<file path="src/sv/dfpx_pkg.sv">
// Shared types and constants for the delimited frame parser.
package dfpx_pkg;

   localparam int unsigned MAX_PAYLOAD = 1024;
   localparam int unsigned CSR_AW      = 4;
   localparam int unsigned CSR_DW      = 32;
   localparam int unsigned LEN_W       = 11;

   localparam logic [7:0]       START_RESET   = 8'h5B;
   localparam logic [7:0]       END_RESET     = 8'h5D;
   localparam logic [3:0]       ACK_NIB_RESET = 4'hA;
   localparam logic [LEN_W-1:0] MAX_LEN_RESET = LEN_W'(MAX_PAYLOAD);
   localparam logic [LEN_W-1:0] LEN_SAT       = {LEN_W{1'b1}};

   typedef enum logic [1:0] {
      CSR_START   = 2'd0,
      CSR_END     = 2'd1,
      CSR_ACK_NIB = 2'd2,
      CSR_MAX_LEN = 2'd3
   } csr_idx_type;

   typedef enum logic [2:0] {
      PH_HUNT    = 3'd0,
      PH_FIRST   = 3'd1,
      PH_PARAM   = 3'd2,
      PH_LEN     = 3'd3,
      PH_PAYLOAD = 3'd4,
      PH_XOR     = 3'd5,
      PH_END     = 3'd6,
      PH_ACK     = 3'd7
   } phase_type;

   typedef enum logic [2:0] {
      EV_PAYLOAD  = 3'd0,
      EV_REQ_OK   = 3'd1,
      EV_REQ_CSUM = 3'd2,
      EV_END_ERR  = 3'd3,
      EV_LEN_ERR  = 3'd4,
      EV_ACK_OK   = 3'd5,
      EV_ACK_ERR  = 3'd6
   } event_type;

   typedef struct packed {
      logic [7:0]       start_delimiter;
      logic [7:0]       end_delimiter;
      logic [3:0]       ack_type_nibble;
      logic [LEN_W-1:0] max_payload_length;
   } cfg_type;

   typedef struct packed {
      logic [2:0]       event_res;
      logic [7:0]       data_byte;
      logic [7:0]       frame_type;
      logic [7:0]       frame_param;
      logic [LEN_W-1:0] payload_length;
      logic             last;
   } rsp_type;

endpackage

</file>
<file path="src/sv/dfpx_req_if.sv">
// Input byte channel.
interface dfpx_req_if;
   logic       valid;
   logic       ready;
   logic [7:0] rx_byte;

   modport source (output valid, output rx_byte, input ready);
   modport sink (input valid, input rx_byte, output ready);
endinterface

</file>
<file path="src/sv/dfpx_rsp_if.sv">
// Result channel.
interface dfpx_rsp_if;
   logic        valid;
   logic        ready;
   logic [2:0]  event_res;
   logic [7:0]  data_byte;
   logic [7:0]  frame_type;
   logic [7:0]  frame_param;
   logic [10:0] payload_length;
   logic        last;

   modport source (output valid, output event_res, output data_byte, output frame_type,
                   output frame_param, output payload_length, output last, input ready);
   modport sink (input valid, input event_res, input data_byte, input frame_type,
                 input frame_param, input payload_length, input last, output ready);
endinterface

</file>
<file path="src/sv/dfpx_csr.sv">
// APB configuration registers.
module dfpx_csr import dfpx_pkg::*; (
   input  logic              clock,
   input  logic              reset,
   input  logic              psel,
   input  logic              penable,
   input  logic              pwrite,
   input  logic [CSR_AW-1:0] paddr,
   input  logic [CSR_DW-1:0] pwdata,
   output logic [CSR_DW-1:0] prdata,
   output logic              pready,
   output cfg_type           cfg
);

   logic [7:0]       start_ff, start_in;
   logic [7:0]       end_ff, end_in;
   logic [3:0]       ack_nib_ff, ack_nib_in;
   logic [LEN_W-1:0] max_len_ff, max_len_in;
   logic             wr_en;
   csr_idx_type      idx;

   assign pready = 1'b1;
   assign wr_en  = psel && penable && pwrite;
   assign idx    = csr_idx_type'(paddr[CSR_AW-1:2]);

   always_comb begin
      start_in   = start_ff;
      end_in     = end_ff;
      ack_nib_in = ack_nib_ff;
      max_len_in = max_len_ff;
      if (wr_en) begin
         unique case (idx)
            CSR_START:   start_in   = pwdata[7:0];
            CSR_END:     end_in     = pwdata[7:0];
            CSR_ACK_NIB: ack_nib_in = pwdata[3:0];
            CSR_MAX_LEN: max_len_in = pwdata[LEN_W-1:0];
            default: ;
         endcase
      end
   end

   always_comb begin
      unique case (idx)
         CSR_START:   prdata = {{(CSR_DW-8){1'b0}}, start_ff};
         CSR_END:     prdata = {{(CSR_DW-8){1'b0}}, end_ff};
         CSR_ACK_NIB: prdata = {{(CSR_DW-4){1'b0}}, ack_nib_ff};
         CSR_MAX_LEN: prdata = {{(CSR_DW-LEN_W){1'b0}}, max_len_ff};
         default:     prdata = '0;
      endcase
   end

   always_ff @(posedge clock) begin
      if (reset) begin
         start_ff   <= START_RESET;
         end_ff     <= END_RESET;
         ack_nib_ff <= ACK_NIB_RESET;
         max_len_ff <= MAX_LEN_RESET;
      end else begin
         start_ff   <= start_in;
         end_ff     <= end_in;
         ack_nib_ff <= ack_nib_in;
         max_len_ff <= max_len_in;
      end
   end

   assign cfg = '{start_delimiter:    start_ff,
                  end_delimiter:      end_ff,
                  ack_type_nibble:    ack_nib_ff,
                  max_payload_length: max_len_ff};

endmodule

</file>
<file path="src/sv/dfpx_core.sv">
// Frame state machine, checksum and per-byte result decode.
module dfpx_core import dfpx_pkg::*; (
   input  logic       clock,
   input  logic       reset,
   input  cfg_type    cfg,
   input  logic       in_fire,
   input  logic [7:0] rx_byte,
   output logic       res_valid,
   output rsp_type    res
);

   phase_type        phase_ff, phase_in;
   logic [LEN_W-1:0] cnt_ff, cnt_in;
   logic [7:0]       xor_ff, xor_in;
   logic [7:0]       type_ff, type_in;
   logic [7:0]       param_ff, param_in;
   logic [15:0]      len_ff, len_in;
   logic [7:0]       code_lo_ff, code_lo_in;
   logic             csum_ok_ff, csum_ok_in;

   logic [LEN_W-1:0] limit;
   logic [15:0]      len_full;
   logic             len_too_long;
   logic [LEN_W-1:0] cnt_inc;
   logic             payload_done;
   logic             is_start, is_end, is_ack, xor_match;
   logic             len_low_byte;
   logic [LEN_W-1:0] len_sat;

   assign limit        = (cfg.max_payload_length > LEN_W'(MAX_PAYLOAD)) ?
                         LEN_W'(MAX_PAYLOAD) : cfg.max_payload_length;
   assign len_full     = {len_ff[15:8], rx_byte};
   assign len_too_long = len_full > {{(16-LEN_W){1'b0}}, limit};
   assign cnt_inc      = cnt_ff + LEN_W'(1);
   assign payload_done = {{(16-LEN_W){1'b0}}, cnt_inc} >= len_ff;
   assign is_start     = rx_byte == cfg.start_delimiter;
   assign is_end       = rx_byte == cfg.end_delimiter;
   assign is_ack       = rx_byte[7:4] == cfg.ack_type_nibble;
   assign xor_match    = rx_byte == xor_ff;
   assign len_low_byte = cnt_ff != '0;

   // status length field saturates at the 11-bit maximum
   assign len_sat = (len_ff > {{(16-LEN_W){1'b0}}, LEN_SAT}) ? LEN_SAT : len_ff[LEN_W-1:0];

   // next phase
   always_comb begin
      phase_in = phase_ff;
      if (in_fire) begin
         unique case (phase_ff)
            PH_HUNT:    if (is_start) phase_in = PH_FIRST;
            PH_FIRST:   phase_in = is_ack ? PH_ACK : PH_PARAM;
            PH_PARAM:   phase_in = PH_LEN;
            PH_LEN: begin
               if (len_low_byte) begin
                  if (len_too_long)        phase_in = PH_HUNT;
                  else if (len_full == '0) phase_in = PH_XOR;
                  else                     phase_in = PH_PAYLOAD;
               end
            end
            PH_PAYLOAD: if (payload_done) phase_in = PH_XOR;
            PH_XOR:     phase_in = PH_END;
            PH_END:     phase_in = PH_HUNT;
            PH_ACK:     if (cnt_ff == LEN_W'(3)) phase_in = PH_HUNT;
            default:    phase_in = PH_HUNT;
         endcase
      end
   end

   // datapath and result
   always_comb begin
      cnt_in     = cnt_ff;
      xor_in     = xor_ff;
      type_in    = type_ff;
      param_in   = param_ff;
      len_in     = len_ff;
      code_lo_in = code_lo_ff;
      csum_ok_in = csum_ok_ff;
      res_valid  = 1'b0;
      res        = '{event_res:      EV_PAYLOAD,
                     data_byte:      8'h00,
                     frame_type:     type_ff,
                     frame_param:    param_ff,
                     payload_length: '0,
                     last:           1'b0};
      if (in_fire) begin
         unique case (phase_ff)
            PH_HUNT: ;
            PH_FIRST: begin
               type_in = rx_byte;
               xor_in  = rx_byte;
               cnt_in  = '0;
            end
            PH_PARAM: begin
               param_in = rx_byte;
               xor_in   = xor_ff ^ rx_byte;
               cnt_in   = '0;
            end
            PH_LEN: begin
               xor_in = xor_ff ^ rx_byte;
               if (!len_low_byte) begin
                  len_in = {rx_byte, 8'h00};
                  cnt_in = LEN_W'(1);
               end else begin
                  len_in = len_full;
                  cnt_in = '0;
                  if (len_too_long) begin
                     res_valid          = 1'b1;
                     res.event_res      = EV_LEN_ERR;
                     res.last           = 1'b1;
                     res.payload_length = (len_full > {{(16-LEN_W){1'b0}}, LEN_SAT}) ?
                                          LEN_SAT : len_full[LEN_W-1:0];
                  end
               end
            end
            PH_PAYLOAD: begin
               xor_in             = xor_ff ^ rx_byte;
               cnt_in             = cnt_inc;
               res_valid          = 1'b1;
               res.data_byte      = rx_byte;
               res.payload_length = len_sat;
            end
            PH_XOR: csum_ok_in = xor_match;
            PH_END: begin
               res_valid          = 1'b1;
               res.last           = 1'b1;
               res.payload_length = len_sat;
               if (!is_end)          res.event_res = EV_END_ERR;
               else if (!csum_ok_ff) res.event_res = EV_REQ_CSUM;
               else                  res.event_res = EV_REQ_OK;
            end
            PH_ACK: begin
               case (cnt_ff[1:0])
                  2'd0: begin
                     param_in = rx_byte;
                     xor_in   = xor_ff ^ rx_byte;
                     cnt_in   = LEN_W'(1);
                  end
                  2'd1: begin
                     code_lo_in = rx_byte;
                     xor_in     = xor_ff ^ rx_byte;
                     cnt_in     = LEN_W'(2);
                  end
                  2'd2: begin
                     csum_ok_in = xor_match;
                     cnt_in     = LEN_W'(3);
                  end
                  default: begin
                     cnt_in        = '0;
                     res_valid     = 1'b1;
                     res.last      = 1'b1;
                     res.data_byte = code_lo_ff;
                     res.event_res = (is_end && csum_ok_ff) ? EV_ACK_OK : EV_ACK_ERR;
                  end
               endcase
            end
            default: ;
         endcase
      end
   end

   always_ff @(posedge clock) begin
      if (reset) begin
         phase_ff   <= PH_HUNT;
         cnt_ff     <= '0;
         xor_ff     <= '0;
         type_ff    <= '0;
         param_ff   <= '0;
         len_ff     <= '0;
         code_lo_ff <= '0;
         csum_ok_ff <= 1'b0;
      end else begin
         phase_ff   <= phase_in;
         cnt_ff     <= cnt_in;
         xor_ff     <= xor_in;
         type_ff    <= type_in;
         param_ff   <= param_in;
         len_ff     <= len_in;
         code_lo_ff <= code_lo_in;
         csum_ok_ff <= csum_ok_in;
      end
   end

endmodule

</file>
<file path="src/sv/dfpx_obuf.sv">
// Result register with skid stage.
module dfpx_obuf import dfpx_pkg::*; (
   input  logic    clock,
   input  logic    reset,
   input  logic    push,
   input  rsp_type push_data,
   output logic    push_ready,
   output logic    out_valid,
   output rsp_type out_data,
   input  logic    out_ready
);

   logic    out_valid_ff, out_valid_in;
   logic    skid_valid_ff, skid_valid_in;
   rsp_type out_ff, out_in;
   rsp_type skid_ff, skid_in;

   assign push_ready = !skid_valid_ff;
   assign out_valid  = out_valid_ff;
   assign out_data   = out_ff;

   always_comb begin
      out_valid_in  = out_valid_ff;
      skid_valid_in = skid_valid_ff;
      out_in        = out_ff;
      skid_in       = skid_ff;
      if (out_valid_ff && !out_ready) begin
         // output stalled: a new word parks in the skid stage
         if (push) begin
            skid_valid_in = 1'b1;
            skid_in       = push_data;
         end
      end else if (skid_valid_ff) begin
         out_valid_in  = 1'b1;
         out_in        = skid_ff;
         skid_valid_in = push;
         skid_in       = push_data;
      end else begin
         out_valid_in = push;
         out_in       = push_data;
      end
   end

   always_ff @(posedge clock) begin
      if (reset) begin
         out_valid_ff  <= 1'b0;
         skid_valid_ff <= 1'b0;
      end else begin
         out_valid_ff  <= out_valid_in;
         skid_valid_ff <= skid_valid_in;
      end
      out_ff  <= out_in;
      skid_ff <= skid_in;
   end

endmodule

</file>
<file path="src/sv/delimited_frame_parser_xor.sv">
// Result words are registered, in the result register or the skid word if rsp stalls.
// Throughput: one byte per cycle while the skid word is empty; input stalls when full.
// A result register plus one skid word let input continue while rsp is stalled.
// Synchronous active-high reset returns the parser to hunting, empties the output
// stages and loads the configuration registers with their default values.
module delimited_frame_parser_xor import dfpx_pkg::*; (
   input  logic              clock,
   input  logic              reset,
   dfpx_req_if.sink          req_chan,
   dfpx_rsp_if.source        rsp_chan,
   input  logic              csr_psel,
   input  logic              csr_penable,
   input  logic              csr_pwrite,
   input  logic [CSR_AW-1:0] csr_paddr,
   input  logic [CSR_DW-1:0] csr_pwdata,
   output logic [CSR_DW-1:0] csr_prdata,
   output logic              csr_pready
);

   cfg_type cfg;
   logic    in_fire;
   logic    res_valid;
   logic    push_ready;
   rsp_type res;
   rsp_type out_data;

   assign req_chan.ready = push_ready;
   assign in_fire        = req_chan.valid && push_ready;

   dfpx_csr u_csr (
      .clock   (clock),
      .reset   (reset),
      .psel    (csr_psel),
      .penable (csr_penable),
      .pwrite  (csr_pwrite),
      .paddr   (csr_paddr),
      .pwdata  (csr_pwdata),
      .prdata  (csr_prdata),
      .pready  (csr_pready),
      .cfg     (cfg)
   );

   dfpx_core u_core (
      .clock     (clock),
      .reset     (reset),
      .cfg       (cfg),
      .in_fire   (in_fire),
      .rx_byte   (req_chan.rx_byte),
      .res_valid (res_valid),
      .res       (res)
   );

   dfpx_obuf u_obuf (
      .clock      (clock),
      .reset      (reset),
      .push       (res_valid),
      .push_data  (res),
      .push_ready (push_ready),
      .out_valid  (rsp_chan.valid),
      .out_data   (out_data),
      .out_ready  (rsp_chan.ready)
   );

   assign rsp_chan.event_res      = out_data.event_res;
   assign rsp_chan.data_byte      = out_data.data_byte;
   assign rsp_chan.frame_type     = out_data.frame_type;
   assign rsp_chan.frame_param    = out_data.frame_param;
   assign rsp_chan.payload_length = out_data.payload_length;
   assign rsp_chan.last           = out_data.last;

endmodule
</file>
<file path="src/flat_wrapper.sv">
// flat-port wrapper written by rule: the top's interface ports become plain ports
module delimited_frame_parser_xor_flat import dfpx_pkg::*;
  (clock, reset, csr_psel, csr_penable, csr_pwrite, csr_paddr, csr_pwdata, csr_prdata, csr_pready, req_chan_valid, req_chan_rx_byte, req_chan_ready, rsp_chan_valid, rsp_chan_event_res, rsp_chan_data_byte, rsp_chan_frame_type, rsp_chan_frame_param, rsp_chan_payload_length, rsp_chan_last, rsp_chan_ready);
  dfpx_req_if req_chan_i ();
  dfpx_rsp_if rsp_chan_i ();
  input  logic clock;
  input  logic reset;
  input  logic csr_psel;
  input  logic csr_penable;
  input  logic csr_pwrite;
  input  logic [CSR_AW-1:0] csr_paddr;
  input  logic [CSR_DW-1:0] csr_pwdata;
  output logic [CSR_DW-1:0] csr_prdata;
  output logic csr_pready;
  input wire logic [$bits(req_chan_i.valid)-1:0] req_chan_valid;
  input wire logic [$bits(req_chan_i.rx_byte)-1:0] req_chan_rx_byte;
  output wire logic [$bits(req_chan_i.ready)-1:0] req_chan_ready;
  output wire logic [$bits(rsp_chan_i.valid)-1:0] rsp_chan_valid;
  output wire logic [$bits(rsp_chan_i.event_res)-1:0] rsp_chan_event_res;
  output wire logic [$bits(rsp_chan_i.data_byte)-1:0] rsp_chan_data_byte;
  output wire logic [$bits(rsp_chan_i.frame_type)-1:0] rsp_chan_frame_type;
  output wire logic [$bits(rsp_chan_i.frame_param)-1:0] rsp_chan_frame_param;
  output wire logic [$bits(rsp_chan_i.payload_length)-1:0] rsp_chan_payload_length;
  output wire logic [$bits(rsp_chan_i.last)-1:0] rsp_chan_last;
  input wire logic [$bits(rsp_chan_i.ready)-1:0] rsp_chan_ready;
  assign req_chan_i.valid = req_chan_valid;
  assign req_chan_i.rx_byte = req_chan_rx_byte;
  assign req_chan_ready = req_chan_i.ready;
  assign rsp_chan_valid = rsp_chan_i.valid;
  assign rsp_chan_event_res = rsp_chan_i.event_res;
  assign rsp_chan_data_byte = rsp_chan_i.data_byte;
  assign rsp_chan_frame_type = rsp_chan_i.frame_type;
  assign rsp_chan_frame_param = rsp_chan_i.frame_param;
  assign rsp_chan_payload_length = rsp_chan_i.payload_length;
  assign rsp_chan_last = rsp_chan_i.last;
  assign rsp_chan_i.ready = rsp_chan_ready;
  delimited_frame_parser_xor u_core (.clock(clock), .reset(reset), .req_chan(req_chan_i), .rsp_chan(rsp_chan_i), .csr_psel(csr_psel), .csr_penable(csr_penable), .csr_pwrite(csr_pwrite), .csr_paddr(csr_paddr), .csr_pwdata(csr_pwdata), .csr_prdata(csr_prdata), .csr_pready(csr_pready));
endmodule
</file>
<file path="config.mk">
export PLATFORM = sky130hd
export DESIGN_NAME = delimited_frame_parser_xor_flat
export DESIGN_NICKNAME = d
export VERILOG_FILES = /design/src/sv/dfpx_pkg.sv /design/src/sv/dfpx_req_if.sv /design/src/sv/dfpx_rsp_if.sv /design/src/sv/dfpx_csr.sv /design/src/sv/dfpx_core.sv /design/src/sv/dfpx_obuf.sv /design/src/sv/delimited_frame_parser_xor.sv /design/src/flat_wrapper.sv
export SDC_FILE = /design/constraint.sdc
export NUM_CORES = 1
export LEC_CHECK = 0
export CAP_MARGIN = 20
export CORE_ASPECT_RATIO = 1.1
export CORE_MARGIN = 2
export CORE_UTILIZATION = 58
export CTS_CLUSTER_SIZE = 8
export DETAILED_ROUTE_END_ITERATION = 8
export DONT_BUFFER_PORTS = 1
export PLACE_DENSITY = 0.76
export SYNTH_ARGS = -nofsm -noshare
export SYNTH_HDL_FRONTEND = slang
export SYNTH_HIERARCHICAL = 1
export SYNTH_SLANG_ARGS = --single-unit
</file>
<file path="constraint.sdc">
create_clock -name clock -period 4.2 [get_ports clock]
set_clock_uncertainty 0.2 [all_clocks]
set_input_delay 0.84 -clock clock [delete_from_list [all_inputs] [get_ports clock]]
set_output_delay 0.84 -clock clock [all_outputs]
set_load 0.005 [all_outputs]
</file>
==> load_flow_metrics.sql <==
INSERT INTO impl_metrics (metric_group, metric, value, unit) VALUES
('route', 'routed_wl', '18200', 'um'),
('placement', 'gp_routability_congestion', '0.875', ''),
('worst_setup_path', 'worstPathMaxFanout', '30', ''),
('sta', 'setup_viol', '0', ''),
('sta', 'hold_slack', '0.269', 'ns'),
('logic_synthesis', 'netlist_area', '8840', 'um2'),
('outcome', 'run_status', 'finished clean', ''),
('layout', 'drive_gt1_share', '11.7', '%'),
('worst_setup_path', 'rr_startpoint', 'u_core/u_csr/max_len_ff[10]', ''),
('logic_synthesis', 'synth_warnings', '6', ''),
('sta', 'finalWorstPathRequiredPeriod', '3.56', 'ns'),
('grt', 'grt_pass1_wl', '29000', 'um'),
('route', 'wl_per_cell', '18.1', 'um'),
('floorplanning', 'core_region_area', '15000', 'um2'),
('grt', 'grt_overflow_total', '0', ''),
('route', 'drc_violations_left', '0', ''),
('worst_setup_path', 'slowest_delay', '0.40', 'ns'),
('clock_tree', 'clock_root_buffer', 'sky130_fd_sc_hd__clkbuf_16', ''),
('layout', 'most_frequent_cells_in_the_layout', 'sky130_fd_sc_hd__nor2_1 (96), sky130_fd_sc_hd__dfxtp_1 (95), sky130_fd_sc_hd__edfxtp_1 (78)', ''),
('logic_synthesis', 'async_flop_share', '0', '%'),
('pwr', 'irDropWorstVdd', '0.208', 'mV'),
('sta', 'setup-tns-final', '0', 'ns'),
('layout', 'postLayoutCoreUtil', '62.3', '%'),
('logic_synthesis', 'seq_area_frac_synth', '48.2', '%'),
('grt', 'grt_antenna_before_repair', '0', ''),
('sta', 'finalMaxSlewViolations', '0', ''),
('placement', 'place.detailed.hpwl', '12300', 'um'),
('clock_tree', 'clock_sinks', '174', ''),
('floorplanning', 'boundaryPins', '125', ''),
('route', 'ant_nets', '0', ''),
('logic_synthesis', 'synth_cell_type_count', '64', ''),
('pwr', 'powerDensity', '362', 'nW/um2'),
('floorplanning', 'die_width', '122', 'um'),
('layout', 'flow.area_growth_from_synthesis', '5.63', '%'),
('floorplanning', 'die_area', '16200', 'um2'),
('route', 'drt-initial-drc-count', '512', ''),
('logic_synthesis', 'postSynth.topFlopCell', 'sky130_fd_sc_hd__dfxtp_1', ''),
('floorplanning', 'start_util', '58.9', '%'),
('worst_setup_path', 'cp_cell_sequence', 'clkinv_1 -> ha_1 -> nand3_1 -> or3_1 -> a21oi_1 -> o21ai_4 -> o31ai_1 -> a41o_1 -> nand2_1 -> o21ai_4 -> buf_12', ''),
('worst_setup_path', 'cpMaxStageDelayCell', 'sky130_fd_sc_hd__or3_1', ''),
('clock_tree', 'cts.repair.resized', '0', ''),
('worst_setup_path', 'timing.critical_path.from', 'u_core/u_csr/max_len_ff[10]', ''),
('worst_setup_path', 'cp.required', '4.12', 'ns'),
('worst_setup_path', 'critical_path_s_top_delay_family', 'compound AO/OA/AOI/OAI gates', ''),
('sta', 'maxClockFrequency', '281', 'MHz'),
('logic_synthesis', 'synth.ff_latch_count', '174', ''),
('worst_setup_path', 'crit_path_end_kind', 'register', ''),
('sta', 'timing.slew.headroom', '40.7', '%'),
('worst_setup_path', 'crit_arrival', '3.49', 'ns'),
('min_path', 'hp-class', 'register to register', ''),
('sta', 'setup_repair_after_global_routing_missed_its_margin', 'false', ''),
('logic_synthesis', 'synth.avg_cell_area', '10.7', 'um2'),
('clock_tree', 'cts_made_buffers', '17', ''),
('layout', 'nets', '876', ''),
('worst_setup_path', 'start_kind', 'register', ''),
('route', 'avgViaCountPerCell', '5.89', ''),
('clock_tree', 'cts_buffer_depth', '2', ''),
('pwr', 'power.total', '3380', 'uW'),
('layout', 'commonest_non_fill_non_tap_cell_in_the_layout', 'sky130_fd_sc_hd__nor2_1', ''),
('clock_tree', 'htree_num_levels', '4', ''),
('floorplanning', 'fp.dieH', '133', 'um'),
('sta', 'tightest_slew', '0.886', 'ns'),
('clock_tree', 'post_cts.repair.setup_buffers', '0', ''),
('sta', 'final_period_utilization', '84.8', '%'),
('min_path', 'worst_hold_startpoint', 'u_core/u_core/type_ff[0]', ''),
('clock_tree', 'clk_pin_slew', '0.06', 'ns'),
('worst_setup_path', 'worst-path-buf-inv', '2', ''),
('clock_tree', 'post_cts_hold_buffer_count', '0', ''),
('sta', 'hold_viol_final', '0', ''),
('sta', 'worst_path_setup_slack_after_routing', '0.638', 'ns'),
('route', 'drt_first_pass_iters', '6', '');
-- report_power, final --
| group | internal, uW | switching [uW] |
|---|---|---|
| Clock | 876 | 655 |
| Sequential | 1760 | 6.55 |
| Combinational | 37.8 | 42.2 |
| Total | 2670 | 704 |
-- area by class of cell --
| type | instances | area (um2) | share of cell area [%] |
|---|---|---|---|
| inverters | 25 | 93.8 | 1.00 |
| repair buffers | 7 | 65.1 | 0.697 |
| multi-input cells | 573 | 4100 | 43.9 |
| flip-flops and latches | 174 | 4270 | 45.7 |
| clock inverters | 13 | 138 | 1.47 |
| clock buffers | 19 | 433 | 4.64 |
| well taps | 196 | 245 | 2.63 |
-- Yosys cell counts, types with 5 or more instances --
| cell | n | area, um2 |
|---|---|---|
| sky130_fd_sc_hd__o21ai_0 | 34 | 170 |
| sky130_fd_sc_hd__inv_1 | 24 | 90.1 |
| sky130_fd_sc_hd__nand4_1 | 10 | 62.6 |
| sky130_fd_sc_hd__and3_1 | 5 | 31.3 |
| sky130_fd_sc_hd__nor4_1 | 6 | 37.5 |
| sky130_fd_sc_hd__a22oi_1 | 23 | 173 |
| sky130_fd_sc_hd__clkbuf_1 | 31 | 116 |
| sky130_fd_sc_hd__xor2_1 | 16 | 140 |
| sky130_fd_sc_hd__nor3_1 | 11 | 55.1 |
| sky130_fd_sc_hd__nand2_1 | 62 | 233 |
| sky130_fd_sc_hd__nand2b_1 | 14 | 87.6 |
| sky130_fd_sc_hd__edfxtp_1 | 78 | 2340 |
| sky130_fd_sc_hd__xnor2_1 | 30 | 263 |
| sky130_fd_sc_hd__mux2_4 | 37 | 556 |
| sky130_fd_sc_hd__ha_1 | 27 | 338 |
| sky130_fd_sc_hd__a21oi_1 | 31 | 155 |
| sky130_fd_sc_hd__buf_2 | 9 | 45.0 |
| sky130_fd_sc_hd__nand3_1 | 11 | 55.1 |
| sky130_fd_sc_hd__mux2i_1 | 48 | 480 |
| sky130_fd_sc_hd__a221o_1 | 8 | 80.1 |
| sky130_fd_sc_hd__dfxtp_1 | 96 | 1920 |
| sky130_fd_sc_hd__nor2b_1 | 11 | 68.8 |
| sky130_fd_sc_hd__buf_4 | 23 | 173 |
| sky130_fd_sc_hd__or3_1 | 9 | 56.3 |
| sky130_fd_sc_hd__nor2_1 | 96 | 360 |
-- routing by layer --
layer | GRT usage (%) | vias up | wire (um)
met1 | 27.9 | 2853 | 7600
met4 | 8.81 | 0 | 314
met5 | 0 | - | 0
met3 | 6.08 | 23 | 1120
li1 | - | 2839 | -
met2 | 38.7 | 217 | 9150
-- path summary, 6_finish.rpt --
kind / slack, ns / depth (start not counted) / end
setup / recovery: 0.64 / 11 / u_core/u_obuf/skid_ff[11]
hold / removal: 0.27 / 0 / u_core/u_obuf/skid_ff[20]
setup reg to reg: 0.64 / 11 / u_core/u_obuf/skid_ff[11]
hold reg to reg: 0.27 / 0 / u_core/u_obuf/skid_ff[20]
-- kinds of logic (layout without fill, tap and decap cells) --
logic type / Yosys count / after routing / share of synthesized area (%)
AND/OR/NAND/NOR: 255 / 255 / 13.8
flip-flops: 174 / 174 / 48.2
AO/OA/AOI/OAI: 131 / 131 / 9.95
buffers and inverters: 99 / 64 / 6.38
multiplexers: 92 / 92 / 13.1
XOR/XNOR: 46 / 46 / 4.56
adder cells (fa/ha/maj): 27 / 27 / 3.82
other: 2 / 22 / 0.0850
-- stage by stage --
step / cell area [um2] / cells
after floorplan: 8920 / 846
after global placement: 8750 / 974
after detailed placement: 8750 / 974
after CTS: 9320 / 1006
after global routing: 9340 / 1007
final: 9340 / 1007
-- sequential cells by signal (all words and copies together), names as in the netlist --
name	flops
u_core/u_core/cnt_ff	11
u_core/u_core/code_lo_ff	8
u_core/u_core/csum_ok_ff	1
u_core/u_core/len_ff	16
u_core/u_core/param_ff	8
u_core/u_core/phase_ff	3
u_core/u_core/type_ff	8
u_core/u_core/xor_ff	8
u_core/u_csr/ack_nib_ff	4
u_core/u_csr/end_ff	8
u_core/u_csr/max_len_ff	11
u_core/u_csr/start_ff	8
u_core/u_obuf/out_data	39
u_core/u_obuf/out_valid	1
u_core/u_obuf/skid_ff	39
u_core/u_obuf/skid_valid_ff	1
Power figures use the tool's default switching activity.
